===== src/rtl/usbps2_pkg.sv =====
package usbps2_pkg;

  localparam int SLOTS    = 14;
  localparam int MODS     = 8;
  localparam int KEYS     = 6;
  localparam int MAX_OUT  = 50;
  localparam int CNT_W    = $clog2(MAX_OUT + 1);
  localparam int SLOT_W   = $clog2(SLOTS);
  localparam int POSITIONS = 5;
  localparam int POS_W    = $clog2(POSITIONS);

  localparam logic [7:0] BYTE_BREAK  = 8'hF0;
  localparam logic [7:0] BYTE_EXT    = 8'hE0;
  localparam logic [7:0] BYTE_FAIL   = 8'hFC;
  localparam logic [7:0] CODE_F7     = 8'h83;
  localparam logic [7:0] CODE_EXT    = 8'h80;
  localparam logic [7:0] CODE_NONE   = 8'h7F;
  localparam logic [7:0] MOD_BASE    = 8'hE0;

  localparam logic OP_REPORT = 1'b0;
  localparam logic OP_WRITE  = 1'b1;

  typedef struct packed {
    logic       operation;
    logic [7:0] modifier_bits;
    logic [7:0] key_code_1;
    logic [7:0] key_code_2;
    logic [7:0] key_code_3;
    logic [7:0] key_code_4;
    logic [7:0] key_code_5;
    logic [7:0] key_code_6;
    logic [7:0] table_index;
    logic [7:0] table_value;
  } rpt_t;

  typedef struct packed {
    logic [7:0] ps2_byte;
    logic       last_byte;
    logic       make_seen;
    logic [7:0] latest_make_first;
    logic [7:0] latest_make_second;
  } ps2_t;

  typedef enum logic [1:0] {
    ST_IDLE,
    ST_READ,
    ST_GEN,
    ST_FLUSH
  } state_t;

  // Byte positions 0..2 hold the break sequence, 3..4 the make sequence.
  typedef struct packed {
    logic [POSITIONS-1:0]      vld;
    logic [POSITIONS-1:0][7:0] b;
  } slot_bytes_t;

  typedef struct packed {
    logic       wr_en;
    logic [7:0] wr_addr;
    logic [7:0] wr_data;
  } tbl_wr_t;

  localparam logic [7:0] TABLE_INIT [256] = '{
    'h7f, 'h00, 'h80, 'h7f, 'h1c, 'h32, 'h21, 'h23, 'h24, 'h2b, 'h34, 'h33, 'h43, 'h3b, 'h42, 'h4b,
    'h3a, 'h31, 'h44, 'h4d, 'h15, 'h2d, 'h1b, 'h2c, 'h3c, 'h2a, 'h1d, 'h22, 'h35, 'h1a, 'h16, 'h1e,
    'h26, 'h25, 'h2e, 'h36, 'h3d, 'h3e, 'h46, 'h45, 'h5a, 'h76, 'h66, 'h0d, 'h29, 'h4e, 'h55, 'h54,
    'h5b, 'h5d, 'h5d, 'h4c, 'h52, 'h0e, 'h41, 'h49, 'h4a, 'h58, 'h05, 'h06, 'h04, 'h0c, 'h03, 'h0b,
    'h83, 'h0a, 'h01, 'h09, 'h78, 'h07, 'hfc, 'h7e, 'hf7, 'hf0, 'hec, 'hfd, 'hf1, 'he9, 'hfa, 'hf4,
    'heb, 'hf2, 'hf5, 'h77, 'hca, 'h7c, 'h7b, 'h79, 'h1a, 'h69, 'h72, 'h7a, 'h6b, 'h73, 'h74, 'h6c,
    'h75, 'h7d, 'h70, 'h71, 'h61, 'haf, 'h7f, 'h0f, 'h2f, 'h37, 'h3f, 'h7f, 'h7f, 'h7f, 'h7f, 'h7f,
    'h7f, 'h7f, 'h7f, 'h7f, 'h7f, 'h7f, 'h7f, 'h7f, 'h7f, 'h7f, 'h7f, 'h7f, 'h7f, 'h7f, 'h7f, 'h7f,
    'h7f, 'h7f, 'h7f, 'h7f, 'h7f, 'h6d, 'h7f, 'h51, 'h13, 'h6a, 'h64, 'h67, 'h27, 'h7f, 'h7f, 'h7f,
    'h7f, 'h7f, 'h63, 'h62, 'h5f, 'h7f, 'h7f, 'h7f, 'h7f, 'h7f, 'h7f, 'h7f, 'h7f, 'h7f, 'h7f, 'h7f,
    'h7f, 'h7f, 'h7f, 'h7f, 'h7f, 'h7f, 'h7f, 'h7f, 'h7f, 'h7f, 'h7f, 'h7f, 'h7f, 'h7f, 'h7f, 'h7f,
    'h7f, 'h7f, 'h7f, 'h7f, 'h7f, 'h7f, 'h7f, 'h7f, 'h7f, 'h7f, 'h7f, 'h7f, 'h7f, 'h7f, 'h7f, 'h7f,
    'h7f, 'h7f, 'h7f, 'h7f, 'h7f, 'h7f, 'h7f, 'h7f, 'h7f, 'h7f, 'h7f, 'h7f, 'h7f, 'h7f, 'h7f, 'h7f,
    'h7f, 'h7f, 'h7f, 'h7f, 'h7f, 'h7f, 'h7f, 'h7f, 'h7f, 'h7f, 'h7f, 'h7f, 'h7f, 'h7f, 'h7f, 'h7f,
    'h14, 'h12, 'h11, 'h9f, 'h94, 'h59, 'h91, 'ha7, 'h7f, 'h7f, 'h7f, 'h7f, 'h7f, 'h7f, 'h7f, 'h7f,
    'h7f, 'h7f, 'h7f, 'h7f, 'h7f, 'h7f, 'h7f, 'h7f, 'h7f, 'h7f, 'h7f, 'h7f, 'h7f, 'h7f, 'h7f, 'h7f
  };

  // Build the break and make byte sequences of one slot from its table entries.
  function automatic slot_bytes_t gen_bytes(input logic [7:0] o, input logic present,
                                            input logic [7:0] n);
    slot_bytes_t r;
    r = '0;
    if (!present) begin
      if ((o > 8'h00 && o < CODE_NONE) || o == CODE_F7) begin
        r.vld[1] = 1'b1;
        r.b[1]   = BYTE_BREAK;
        r.vld[2] = 1'b1;
        r.b[2]   = o;
      end else if (o > CODE_EXT) begin
        r.vld[0] = 1'b1;
        r.b[0]   = BYTE_EXT;
        r.vld[1] = 1'b1;
        r.b[1]   = BYTE_BREAK;
        r.vld[2] = 1'b1;
        r.b[2]   = o - CODE_EXT;
      end
    end
    if (n > CODE_EXT && n != CODE_F7) begin
      r.vld[3] = 1'b1;
      r.b[3]   = BYTE_EXT;
      r.vld[4] = 1'b1;
      r.b[4]   = n - CODE_EXT;
    end else if (n == CODE_EXT) begin
      r.vld[4] = 1'b1;
      r.b[4]   = BYTE_FAIL;
    end else if (n < CODE_NONE || n == CODE_F7) begin
      r.vld[4] = 1'b1;
      r.b[4]   = n;
    end
    return r;
  endfunction

endpackage


===== src/rtl/usbps2_lane.sv =====
module usbps2_lane
  import usbps2_pkg::*;
(
  input  logic [7:0]            old_code,
  input  logic [KEYS-1:0][7:0]  cand,
  output logic                  present
);

  // The old code stays present if any candidate of the new report matches it.
  always_comb begin
    present = 1'b0;
    for (int j = 0; j < KEYS; j++) begin
      if (cand[j] == old_code) present = 1'b1;
    end
  end

endmodule


===== config.mk =====
export PLATFORM = sky130hd
export DESIGN_NAME = usbps2_lane
export DESIGN_NICKNAME = d
export VERILOG_FILES = /design/src/rtl/usbps2_pkg.sv /design/src/rtl/usbps2_lane.sv
export SDC_FILE = /design/constraint.sdc
export NUM_CORES = 1
export LEC_CHECK = 0
export ABC_AREA = 1
export CORE_UTILIZATION = 35
export DETAILED_ROUTE_END_ITERATION = 6
export DONT_BUFFER_PORTS = 1
export GPL_TIMING_DRIVEN = 0
export SYNTH_ARGS = -nofsm -noshare
export SYNTH_HDL_FRONTEND = slang
export SYNTH_SLANG_ARGS = --single-unit

===== constraint.sdc =====
create_clock -name vclk -period 0.81
set_input_delay 0.1215 -clock vclk [all_inputs]
set_output_delay 0.1215 -clock vclk [all_outputs]
set_load 0.02 [all_outputs]

### Yosys cells after proc, flatten, opt, wreduce, memory -nomap -nowiden

Cells that the tools add are included.

| cells by class | value |
|---|---|
| muxes and demuxes | 6 |
| eq/ne operators | 6 |

Operators with widths:

| operator | number |
|---|---|
| $eq A8 B8 Y1 | 6 |
| $mux W1 | 6 |

| storage, ports and cells | value |
|---|---|
| register bits | 0 |
| input bits | 56 |
| word-level logic and storage cells | 12 |

### Depth between registers and ports, before layout

Gate-level depths: netlist of the first run.

| depth | value |
|---|---|
| depth after elaboration | 7 |
| gate-level depth with buffers | 10 |
| gate-level depth less buffers | 9 |

### Worst setup path before layout of the first run

OpenSTA, ideal clock, no wires.

| timing | value |
|---|---|
| kind | input -> output |
| from | input port old_code[0] |
| to | output port present |
| arrival time | 0.814 ns |
| buffers on the path | 1 |
| path slack | -0.125 ns |
| stages | 7 |
| cells stage by stage | buf_6 xor2_1 nor2_1 nand2_1 nor2_1 nor2_1 nand2_1 |

| between the ends | value |
|---|---|
| cells in the longest elaborated chain, start to end | 7 |
| elaborated cells between the ends (all ways) | 12 |
| classes of those cells | eq/ne: 6; mux: 6 |

Ends and longest elaborated chain:

| what | line | source |
|---|---|---|
| from (decl) | usbps2_lane.sv:4 | `input logic [7:0] old_code,` |
| $eq A8 B8 Y1 | usbps2_lane.sv:13 | `if (cand[j] == old_code) present = 1'b1;` |
| $mux W1 (5 in series) | usbps2_lane.sv:13 |  |
| $mux W1 * | usbps2_lane.sv:13 |  |
| to (decl) | usbps2_lane.sv:6 | `output logic present` |

Every way passes the cells marked *; elsewhere a longest branch is shown, timed or not.

### Worst setup path in the final report of the first run

| timing | value |
|---|---|
| from | input port old_code[5] |
| to | output port present |

Same word-level chain as after synthesis.

==> run summary, run 1 <==
WHS = 0.633 ns
Die Ht = 49.1 microns
library cells used by synthesis = 8
Hold Startpoint = cand[41]
CP delay by family, top = simple AND/OR/NAND/NOR gates
Reg power frac = 0%
Final min period = 1.01 ns
max incr delay on CP = 0.14 ns
status = finished, violations left
# clk buffers = 0
xor and xnor fraction of the mapped netlist area = 40.6%
final-report hold violation count = 0
PortBufs = 0
num rows = 16
Slew @ Worst Pin = 0.157 ns
mux cell area share after synthesis = 0%
GRT Resource Usage Total = 14.3%
post-route ant nets = 0
fin. max-slew vios = 0
Post-Syn Instances = 142
initial core utilization = 38.4%
CP endpoint kind = output pin
main combinational cell family by area after synthesis = XOR/XNOR gates
Max-cap violations = 0
max frequency = 993 MHz
highest routed layer = met3
sequential cell count = 0
vias in the first global route = 685
Via Count = 761
Buf/Inv on CP = 1
simple-gate share of the synthesized area = 39.5%
slowest cell on the critical path = nor2_1
startpoint types = primary input
die width = 49.1 microns
DR pass1 iterations = 4
DRT met1 WL = 722 microns
fin area = 0.00101 sq mm
first-pass GRT wire length = 2820 microns
Hold Crit Depth = 5
DP Area = 881 sq um
RSZ-0062 raised after global routing = true
Final period util = 124%
crit-path cells = buf_12 > xor2_1 > nor2_1 > nand2_1 > nor2_1 > nor2_1 > nand2_2
Seq/Total Area, Yosys = 0%
DR DRC count = 0
initial antenna violation count = 0
number of diodes = 0
Critical Path AT = 0.89 ns
P per Cell Area = 487 mW/mm^2
routed wl met2 = 941 microns
Internal Power = 283 uW
largest net degree at the start of global routing = 8
hold path endpoint = present
Peak supply drop = 306 uV
switching pwr = 208 uW
Worst Setup SP = old_code[5]
Hold-fix buffers, CTS = 0
synth-to-layout area growth = 29.8%
max_slew headroom = 89.5%
Die Area = 0.00241 sq mm
final setup fails = 1
gr ovfl total = 0
Switching Share = 42.4%
largest fanout on the critical path = 7
Final Util = 49.8%
FF/Latch Area = 0 sq um
most frequent cells in the layout = nand2_1, xnor2_2, nor2_1, inv_1, xor2_1
Ys Warns = 0
commonest non-fill, non-tap cell in the layout = nand2_1
setup ws final = -0.197 ns
share of cells above drive strength 1 = 25.4%
CP required = 0.69 ns
post-DR wirelength/cell = 10.7 microns
Setup Slack @ Placement = -0.206 ns
critical path type = in2out
Syn Std Cell Area = 776 sq um
Routed WL = 1810 microns
met3 wire len = 142 microns
Detailed Place HPWL = 1570 microns
Via density = 4.50
most used cell, CP = nor2_1
failing checks = negative setup slack
Comb pwr share = 100.0%
Avg Synthesized Cell Area = 5.46 sq um
Placer Congestion = 0.709
proportion of power drawn by the clock network = 0%
Compound-Gate Fraction of Synth Area = 0%
drt initial violations = 11
Net Count, Synth = 198
adder-cell share of the synthesized area = 0%
core area = 0.00202 sq mm
Final #Nets = 200
leak pwr = 0.000549 uW
Worst Hold Class = in2out
IO Count = 57
-- what timing repair did --
item,4_1_cts,5_1_grt
buffers inserted,0,0
pin swaps,5,15
setup endpoints to repair,1,1
gates resized for setup,3,19
-- final cells by class --
type | count | area, sq um
inverters | 17 | 68.8
fillers | 209 | 1010
well taps | 27 | 33.8
plain buffers | 8 | 123
multi-input cells | 117 | 782
-- kinds of logic after synthesis --
| family | count (synthesis) |
|---|---|
| buffers and inverters | 25 |
| xor gates and xnor gates | 36 |
| and+or+nand+nor | 81 |
-- power groups by stage --
stage	registers (uW)	clock network, uW	logic [uW]
final	0	0	491
after global routing	0	0	547
after CTS	0	0	430
after detailed placement	0	0	421
after global placement	0	0	410
after floorplan	0	0	373
-- how the worst max path moves through the flow --
stage | end | cells after the start
6_report | present | 7
5_1_grt | present | 6
4_1_cts | present | 7
3_5_place_dp | present | 7
3_3_place_gp | present | 7
2_1_floorplan | present | 8
-- cell usage after synthesis --
cell type	instances	area [sq um]
xor2_1	12	105
nor2_1	18	67.6
inv_1	14	52.6
nand4_1	1	6.26
buf_6	8	90.1
inv_2	3	11.3
xnor2_1	24	210
nand2_1	62	233
-- through the flow --
stage | power [uW] | cells | setup TNS [ns]
2_1_floorplan | 373 | 142 | -0.0669
3_3_place_gp | 410 | 169 | -0.174
3_5_place_dp | 421 | 169 | -0.206
4_1_cts | 430 | 169 | -0.187
5_1_grt | 547 | 169 | -0.251
6_report | 491 | 169 | -0.197
-- layer usage --
metal  vias up  track usage, %
li1        404               -
met1       323            17.4
met2        34            27.4
met3         0            2.18
met4         0               0
met5         -               0
No activity file was read; power rests on OpenSTA's default activity.
==> run 2: changes to the inputs <==
Settings changed: ABC_AREA 1 to not set.
==> run 2 against run 1 <==
Against the previous run:
- the flow finishes with violations (design-rule violations, negative setup slack)
- hold slack improved by 0.014 ns
- critical path depth decreased by 2
- routed wire length decreased by 21%
- highest routed layer unchanged
- global-route usage increased by 0.083 points
- final cell count decreased by 46%
- worst setup slack got worse by 0.033 ns
- via count decreased by 35%
==> run summary, run 2 <==
status = finished, violations left (unchanged)
failing checks = design-rule violations, negative setup slack (was negative setup slack)
initial core utilization = 39.0% (was 38.4%)
die width = 43.7 microns (was 49.1 microns)
Final min period = 1.04 ns (was 1.01 ns)
Via Count = 497 (was 761)
largest net degree at the start of global routing = 7 (was 8)
post-route ant nets = 0 (unchanged)
PortBufs = 0 (unchanged)
top post-synthesis cells by area = xnor2_1, xor2_1, nand4_1 (was nand2_1, xnor2_1, xor2_1)
proportion of power drawn by the clock network = 0% (about the same)
DR DRC count = 3 (was 0)
Max-cap violations = 0 (unchanged)
initial antenna violation count = 0 (unchanged)
sequential cell count = 0 (unchanged)
number of diodes = 0 (unchanged)
Overall Power = 384 uW (was 491 uW)
top-count cell post-synth = xnor2_1 (was nand2_1)
Worst Hold Class = in2out (unchanged)
setup ws final = -0.230 ns (was -0.197 ns)
Seq/Total Area, Yosys = 0% (unchanged)
Internal Power = 213 uW (was 283 uW)
Synth top area share = 34.6% (was 30.0%)
first-pass GRT wire length = 2140 microns (was 2820 microns)
Net Count, Synth = 131 (was 198)
num rows = 14 (was 16)
share of cells above drive strength 1 = 28.9% (was 25.4%)
P per Cell Area = 507 mW/mm^2 (was 487 mW/mm^2)
placed cells = 91 (was 169)
GRT Resource Usage Total = 14.4% (was 14.3%)
# clk buffers = 0 (unchanged)
Syn Std Cell Area = 608 sq um (was 776 sq um)
startpoint types = primary input (unchanged)
max frequency = 962 MHz (was 993 MHz)
vias in the first global route = 512 (was 685)
Ys Warns = 0 (unchanged)
Hold-fix buffers, CTS = 0 (unchanged)
library cells used by synthesis = 12 (was 8)
gr ovfl total = 0 (unchanged)
Worst Setup SP = old_code[2] (was old_code[5])
IO Count = 57 (unchanged)
Critical Path AT = 0.92 ns (was 0.89 ns)
non-filler cells, final = 92 (was 169)
FF/Latch Area = 0 sq um (unchanged)
CP required = 0.69 ns (about the same)
leak pwr = 0.000248 uW (was 0.000549 uW)
CP endpoint kind = output pin (unchanged)
Hold Crit Depth = 4 (was 5)
largest fanout on the critical path = 6 (was 7)
Post-synth top cells = xnor2_1, xor2_1, nand4_1 (was nand2_1, xnor2_1, nor2_1)
Die Ht = 43.7 microns (was 49.1 microns)
Avg Synthesized Cell Area = 8.11 sq um (was 5.46 sq um)
area leader, netlist = xnor2_1 (was nand2_1)
max_slew headroom = 81.6% (was 89.5%)
fin. max-slew vios = 0 (unchanged)
Via density = 5.40 (was 4.50)
Placer Congestion = 0.675 (was 0.709)
setup TNS = -0.230 ns (was -0.197 ns)
final setup fails = 1 (unchanged)
Post-Syn Instances = 75 (was 142)
Routed WL = 1430 microns (was 1810 microns)
RSZ-0062 raised after global routing = true (unchanged)
drt initial violations = 8 (was 11)
commonest non-fill, non-tap cell in the layout = xnor2_1 (was nand2_1)
final-report hold violation count = 0 (unchanged)
Detailed Place HPWL = 1220 microns (was 1570 microns)
Setup Slack @ Placement = -0.307 ns (was -0.206 ns)
Die Area = 0.00191 sq mm (was 0.00241 sq mm)
most frequent cells in the layout = xnor2_1, xor2_1, nand4_1, nor4_2, xor2_2 (was nand2_1, xnor2_2, nor2_1, inv_1, xor2_1)
post-DR wirelength/cell = 15.6 microns (was 10.7 microns)
switching pwr = 170 uW (was 208 uW)
Reg power frac = 0% (about the same)
Comb pwr share = 100.0% (about the same)
core area = 0.00156 sq mm (was 0.00202 sq mm)
Final period util = 128% (was 124%)
DR pass1 iterations = 6 (was 4)
Peak supply drop = 209 uV (was 306 uV)
Slew @ Worst Pin = 0.275 ns (was 0.157 ns)
critical path type = in2out (unchanged)
Final #Nets = 134 (was 200)
synth-to-layout area growth = 24.5% (was 29.8%)
CP endpoint = present (unchanged)
Switching Share = 44.4% (was 42.4%)
run 2: changes by cell type after synthesis, moves of 4 or more:
cell	previous run	this run
inv_1	14	0
nor2_1	18	3
nand2_1	62	0
nor4_1	0	4
nand4_1	1	6
buf_2	0	4
buf_6	8	3
xor2_1	12	23
run 2: critical path: stages:
cell,delay [ns]
buf_8,0.12
xor2_1,0.16
nor4_2,0.26
a21oi_1,0.11
nand3_2,0.15
run 2: metal layers:
metal / part of all wire [%] / track usage [%] / routed length (microns) / vias up
li1: - / - / - / 244
met5: 0 / 0 / 0 / -
met3: 8.0 / 1.25 / 115 / 0
met2: 57 / 28.1 / 815 / 25
met4: 0 / 0 / 0 / 0
met1: 35 / 17.8 / 502 / 228
run 2: per-stage QoR:
step | area [sq um] | utilization, % | hold slack, ns
6_report | 757 | 48.6 | 0.647
5_1_grt | 757 | 48.6 | 0.709
4_1_cts | 693 | 44.5 | 0.679
3_5_place_dp | 667 | 42.8 | 0.679
3_3_place_gp | 667 | 42.8 | 0.679
2_1_floorplan | 647 | - | 0.612
run 2: timing repair:
action	in CTS	in global routing
gates resized for setup	4	10
buffers inserted	1	0
pin swaps	4	7
endpoints found under the setup margin	1	1
run 2: layout make-up:
class,count,area [sq um]
Buffer,8,110
Timing Repair Buffer,1,7.51
Multi-Input combinational cell,67,619
Tap cell,16,20.0
Fill cell,168,802
run 2: cell families (layout without fill, tap and decap cells):
| family | count (synthesis) | after routing | share of synthesized area, % |
|---|---|---|---|
| AO/OA/AOI/OAI | 3 | 3 | 2.47 |
| XOR/XNOR | 48 | 48 | 70.4 |
| buffers and inverters | 8 | 9 | 10.1 |
| AND/OR/NAND/NOR | 16 | 16 | 17.1 |
run 2: power by group through the flow:
stage	sequential [uW]	combinational, uW	clock [uW]
global placement	0	325	0
CTS	0	349	0
detailed placement	0	333	0
global route	0	425	0
finish	0	384	0
floorplan	0	297	0
run 2: worst min-delay path by stage:
stage             start      end
6_report       cand[23]  present
3_5_place_dp   cand[36]  present
2_1_floorplan  cand[36]  present
3_3_place_gp   cand[36]  present
4_1_cts        cand[36]  present
5_1_grt        cand[37]  present
==> run 3: changes to the inputs <==
Settings changed: CORE_ASPECT_RATIO set to 0.9.
==> run 3 against run 2 <==
Against the previous run:
- the flow finishes with violations (negative setup slack)
- routed wire length decreased by 6.7%
- non-clock buffer count grew 1
- core utilization grew 1.2 points
- count of clock-buffer cells in the layout unchanged
- cell area increased by 0.50%
- hold slack better by 0.00050 ns
- critical endpoint unchanged
- largest cell class unchanged
==> run summary, run 3 (synthesis gave the netlist of run 2 again) <==
status = finished, violations left (unchanged)
failing checks = negative setup slack (was design-rule violations, negative setup slack)
placed cells = 97 (was 91)
critical path type = in2out (unchanged)
final-report hold violation count = 0 (unchanged)
switching pwr = 150 uW (was 170 uW)
sequential cell count = 0 (unchanged)
Slew @ Worst Pin = 0.259 ns (was 0.275 ns)
Final #Nets = 135 (was 134)
Hold Crit Depth = 5 (was 4)
DR pass1 iterations = 4 (was 6)
Hold Startpoint = cand[47] (was cand[23])
initial core utilization = 39.8% (was 39.0%)
largest fanout on the critical path = 6 (unchanged)
Hold-fix buffers, CTS = 0 (unchanged)
setup TNS = -0.246 ns (was -0.230 ns)
GRT Resource Usage Total = 13.7% (was 14.4%)
largest net degree at the start of global routing = 7 (unchanged)
max_slew headroom = 82.6% (was 81.6%)
proportion of power drawn by the clock network = 0% (about the same)
Critical Path AT = 0.93 ns (was 0.92 ns)
startpoint types = primary input (unchanged)
Placer Congestion = 0.591 (was 0.675)
Routed WL = 1340 microns (was 1430 microns)
RSZ-0062 raised after global routing = true (unchanged)
Die Ht = 41.5 microns (was 43.7 microns)
hold path endpoint = present (unchanged)
Max-cap violations = 0 (unchanged)
IO Count = 57 (unchanged)
vias in the first global route = 478 (was 512)
core area = 0.00153 sq mm (was 0.00156 sq mm)
die width = 45.9 microns (was 43.7 microns)
post-DR wirelength/cell = 13.5 microns (was 15.6 microns)
P per Cell Area = 486 mW/mm^2 (was 507 mW/mm^2)
# clk buffers = 0 (unchanged)
first-pass GRT wire length = 2070 microns (was 2140 microns)
Setup Slack @ Placement = -0.289 ns (was -0.307 ns)
DR DRC count = 0 (was 3)
Via Count = 498 (was 497)
initial antenna violation count = 0 (unchanged)
Comb pwr share = 100.0% (about the same)
Final period util = 130% (was 128%)
final setup fails = 1 (unchanged)
max frequency = 947 MHz (was 962 MHz)
post-route ant nets = 0 (unchanged)
Final min period = 1.06 ns (was 1.04 ns)
CP endpoint kind = output pin (unchanged)
number of diodes = 0 (unchanged)
leak pwr = 0.000256 uW (was 0.000248 uW)
share of cells above drive strength 1 = 26.0% (was 28.9%)
PortBufs = 0 (unchanged)
Peak supply drop = 231 uV (was 209 uV)
num rows = 13 (was 14)
CP required = 0.69 ns (about the same)
setup ws final = -0.246 ns (was -0.230 ns)
gr ovfl total = 0 (unchanged)
Detailed Place HPWL = 1160 microns (was 1220 microns)
commonest non-fill, non-tap cell in the layout = xnor2_1 (unchanged)
synth-to-layout area growth = 25.1% (was 24.5%)
Internal Power = 220 uW (was 213 uW)
fin. max-slew vios = 0 (unchanged)
Worst Hold Class = in2out (unchanged)
Switching Share = 40.5% (was 44.4%)
Reg power frac = 0% (about the same)
drt initial violations = 2 (was 8)
Die Area = 0.00191 sq mm (about the same)
most frequent cells in the layout = xnor2_1, xor2_1, nand4_1, nor4_2, xor2_2 (unchanged)
Via density = 5.03 (was 5.40)
FF/Latch Area = 0 sq um (unchanged)
non-filler cells, final = 99 (was 92)
==> run 3: critical path, cell delays in order <==
cell and delay, ns:
buf_8 0.11, xor2_1 0.14, nor4_1 0.29, a21oi_1 0.13, nand3_2 0.15
==> run 3: metrics by stage <==
step | util [%] | cell area (sq um) | hold slack, ns | total power (uW)
after floorplan | - | 647 | 0.612 | 297
after global placement | 44.1 | 674 | 0.675 | 324
after detailed placement | 44.1 | 674 | 0.678 | 330
after CTS | 46.3 | 708 | 0.666 | 350
after global routing | 49.8 | 761 | 0.708 | 407
final | 49.8 | 761 | 0.647 | 370
==> run 3: final cells by class <==
cell class	instances	area, sq um
Fill cell	162	768
Multi-Input combinational cell	67	591
Buffer	8	128
Tap cell	22	27.5
Timing Repair Buffer	2	15.0
==> run 3: timing repair <==
action                     CTS  global route
buffers inserted             2             0
gates cloned                 0             0
pin swaps                    4            11
setup endpoints to repair    1             1
gates resized for setup      4            11
==> run 3: worst max path at each step <==
| stage | start | cells after the start | endpoint | slack, ns |
|---|---|---|---|---|
| 2_1_floorplan | old_code[7] | 5 | present | -0.17 |
| 3_3_place_gp | old_code[7] | 5 | present | -0.30 |
| 3_5_place_dp | old_code[7] | 5 | present | -0.29 |
| 4_1_cts | old_code[4] | 5 | present | -0.28 |
| 5_1_grt | old_code[1] | 5 | present | -0.30 |
| 6_report | old_code[6] | 5 | present | -0.25 |
==> run 3: metal layers <==
metal,vias to the layer above,track usage (%),wire [microns]
li1,249,-,-
met1,227,19.0,526
met2,22,23.9,720
met3,0,0.870,91
met4,0,0,0
met5,-,0,0
==> run 3: power groups by stage <==
stage / sequential, uW / clock, uW / combinational (uW)
floorplan: 0 / 0 / 297
global placement: 0 / 0 / 324
detailed placement: 0 / 0 / 330
CTS: 0 / 0 / 350
global route: 0 / 0 / 407
finish: 0 / 0 / 370
